File: src/design/ohr_ram.sv
// Generic single-write, single-read synchronous RAM with registered read data.
// No dependencies.
module ohr_ram #(
  parameter int WIDTH = 8,
  parameter int DEPTH = 16
) (
  input  logic                     clk,
  input  logic                     we,
  input  logic [$clog2(DEPTH)-1:0] waddr,
  input  logic [WIDTH-1:0]         wdata,
  input  logic [$clog2(DEPTH)-1:0] raddr,
  output logic [WIDTH-1:0]         rdata
);

  logic [WIDTH-1:0] mem [DEPTH];

  // write port
  always_ff @(posedge clk) begin
    if (we) begin
      mem[waddr] <= wdata;
    end
  end

  // registered read port
  always_ff @(posedge clk) begin
    rdata <= mem[raddr];
  end

endmodule

File: config.mk
export PLATFORM = sky130hd
export DESIGN_NAME = ohr_ram
export DESIGN_NICKNAME = d
export VERILOG_FILES = /design/src/design/ohr_ram.sv
export SDC_FILE = /design/constraint.sdc
export NUM_CORES = 1
export LEC_CHECK = 0
export ABC_AREA = 1
export BUFFER_PORTS_ARGS = -buffer_cell sky130_fd_sc_hd__buf_2
export CORE_UTILIZATION = 55
export CTS_CLUSTER_DIAMETER = 40
export CTS_CLUSTER_SIZE = 40
export DETAILED_ROUTE_END_ITERATION = 10
export HOLD_SLACK_MARGIN = 0.02
export PLACE_DENSITY = 0.79
export SLEW_MARGIN = 0
export SYNTH_ARGS = -nofsm -noshare
export SYNTH_HDL_FRONTEND = slang
export SYNTH_SLANG_ARGS = --single-unit
File: constraint.sdc
create_clock -name clk -period 1.3 [get_ports clk]
set_input_delay 0.26 -clock clk [delete_from_list [all_inputs] [get_ports clk]]
set_output_delay 0.26 -clock clk [all_outputs]
set_load 0.005 [all_outputs]
== Word-level counts from Yosys, hierarchy flattened ==
Memories as Yosys holds them, arrays and structs flattened. A register that Yosys moved wholly into a read port is not among the register bits.
Index checks and enable logic that the tools add are counted.
Word-level totals
  bits in registers: 0
  memory bits (writable): 128
  output and inout port bits: 8
  memories kept: 1
Memories
  mem: depth 16, width 8, rd ports 1, clocked after Yosys merged registers in 1, wr ports 1, line 15  | logic [WIDTH-1:0] mem [DEPTH];
Cells by class
  multiplexer cells: 2
Operators with widths (count)
  1-bit 2-to-1 mux: 2

== Depth between registers and ports, before layout ==
  depth after elaboration: 2
  gate-level depth with buffers: 8
  mapped depth without buffers: 7

== Worst setup path before layout ==
Ideal clock, no wire load.
  path type: input-to-reg
  start: in waddr[3]
  end: mem mem[4][0], enable pin
  path buffers: 0
  stages: 2
  setup time: 0.370 ns
  path slack: 0.089 ns
  arrival: 0.841 ns
  cell sequence: nand3b_1 > nor2_1
RTL lines
  start, declared: line 9  | input logic [$clog2(DEPTH)-1:0] waddr,
  end, declared: line 15
No word-level cell before the write port.

== Worst setup path in the final report ==
  start: reg rdata[1], read port of mem
  end: out rdata[1]
RTL lines
  start, declared: line 12  | output logic [WIDTH-1:0] rdata
No word-level cell between the ends.

==> results.toml <==
[clock_network]
cts_tree = "yes"
root_buffer = "clkbuf_8"
clk_pin_slew_worst_paths_ps = 60
htreeDepth = 4
cts_setup_buffers = 0
insertion_delay_ps = 530
cts.sinks = 136
ctsLongestPathBuffers = 2
cts_buffers = 17

[synth]
syn_inst = 551
ys_warn_count = 0
synth_cell_types = 12
syn-num-nets = 569
ys_ff_latch = 136
ys_seq_area_frac = 0.694
netlist_area_um2 = 5770
syn_avg_cell_area_um2 = 10.5

[global_route]
track_usage = 0.255
grt_max_degree = 41
grt_pass1_vias = 3883
overflow = 0
grt_pass1_wl_um = 20300
antenna_found_initial = 0

[critical_path]
r2r-start = "mem[11][1]"
path_max_fanout = 1
critPathCapture = "rdata[1]"
cp_num_buf_inv = 1
r2r_slack_ps = 250
cp.depth = 1
worstSetupEndpointType = "output pin"
critPathLaunch = "rdata[1]"
r2r_end = "rdata[1]"
critical_path_class = "reg2out"
start_kind = "register"
path_cells = "buf_2"
max_stage_delay_ps = 340
required_ps = 1040
cp.arrival_ps = 990
cpMaxStageDelayCell = "dfxtp_1"
path_delay_family = "flip-flops"
worstRegToRegCells = 6

[timing]
relSlewSlack = 0.724
fin_crit_sh = 0.962
final_hold_viol_count = 0
min_period_ps = 1250
worst_slew_pin_slew_ps = 415
rsz0062_at_grt = "false"
setup_slack_ps = 48.8
holdWs_ps = 143
drv_slew = 0
skew_ps = 5.91
max_freq_mhz = 799
setup_viol = 0

[finish]
seqCellArea_um2 = 4010
diodes = 0
final_cell_mix = "nand2_1 (173), edfxtp_1 (128), inv_1 (100)"
final_common_cell = "nand2_1"
fill_cells = 703
fin_nets = 619
finalNonFillerCells = 750
syn_to_final_growth_pct = 17.9
multiInputGateArea_um2 = 1210
final_layout_size_suffix_gt1_frac = 0.142
fin_util = 0.665

[worst_hold_path]
hp-class = "in2reg"

[detailed_routing]
drt-pass1-iter-count = 5
wl_per_cell_um = 17.1
drc = 0
drtAntennaViolNets = 0
vias_per_cell = 5.28
num_vias = 3963
wl_um = 12800
drt_iter0_drc = 325

[floorplanning]
die_area_um2 = 10900
rows = 37
die_h_um = 104
start_util = 0.564
pin_count = 26
core-area_um2 = 10200
fp.dieW_um = 104

[outcome]
outcome = "completed"

[power_and_ir_drop]
ir_drop_v = 0.000835
p_leak_nw = 2.99
power_density_nw_per_um2 = 1560

[placement]
dp.cells = 717
place_ws_ps = -52.2
placement.io_buffers = 25
globalplace.congestion = 0.833
place_hpwl_um = 8000

[job]
maxCapViolations = 0
[what timing repair did]
action | CTS | global route
gates resized for setup | 0 | 1
setup endpoints to repair | 0 | 1
hold buffers | 1 | 0
hold endpoints to repair | 2 | 0
[kinds of logic after synthesis]
logic type | after synthesis | share of synthesized area
AND/OR/NAND/NOR | 289 | 0.210
buffers and inverters | 126 | 0.0952
flip-flops | 136 | 0.694
[power breakdown]
group,switching (mW),internal [mW],total [mW]
Sequential,0.0306,4.90,4.93
Combinational,0.429,0.205,0.634
Clock,1.73,3.30,5.03
[worst min-delay path by stage]
stage / cells after the start / from / endpoint
after CTS: 1 / wdata[4] / mem[11][4]
after global placement: 3 / raddr[3] / rdata[6]
final: 1 / wdata[4] / mem[0][4]
after floorplan: 0 / wdata[0] / mem[0][0]
after detailed placement: 3 / raddr[3] / rdata[7]
after global routing: 1 / wdata[4] / mem[0][4]
[cell type report]
cell class	count	area share
Clock buffer	19	0.0620
Clock inverter	13	0.0298
Inverter	102	0.0563
Multi-Input combinational cell	289	0.179
Sequential cell	136	0.589
Tap cell	136	0.0250
Timing Repair Buffer	55	0.0593
[registers in the layout, summed over array words and instances, names as in the netlist]
register and flops:
mem 128, rdata 8
[through the flow]
step | setup TNS [ps] | instance area, um2 | power, mW
5_1_grt | 0 | 6800 | 10.9
3_3_place_gp | -26.3 | 6160 | 5.62
4_1_cts | 0 | 6800 | 10.6
6_report | 0 | 6800 | 10.6
3_5_place_dp | -105 | 6160 | 5.64
2_1_floorplan | 0 | 5770 | 5.37
[cells in the mapped netlist]
master,instances,share of area
nand2_1,173,0.11
edfxtp_1,128,0.67
inv_1,100,0.065
nand3_1,97,0.084
nor2_1,17,0.011
buf_2,13,0.011
dfxtp_1,8,0.028
buf_6,6,0.012
buf_4,4,0.0052
inv_2,2,0.0013
nand3b_1,2,0.0026
buf_1,1,0.00065
[layer usage]
metal / vias up / GRT usage / routed length [um]
met5: - / 0 / 0
met4: 0 / 0.133 / 446
met3: 36 / 0.0620 / 1180
met2: 228 / 0.400 / 6260
met1: 1825 / 0.332 / 4940
li1: 1874 / - / -
(Power assumes the default switching activity.)
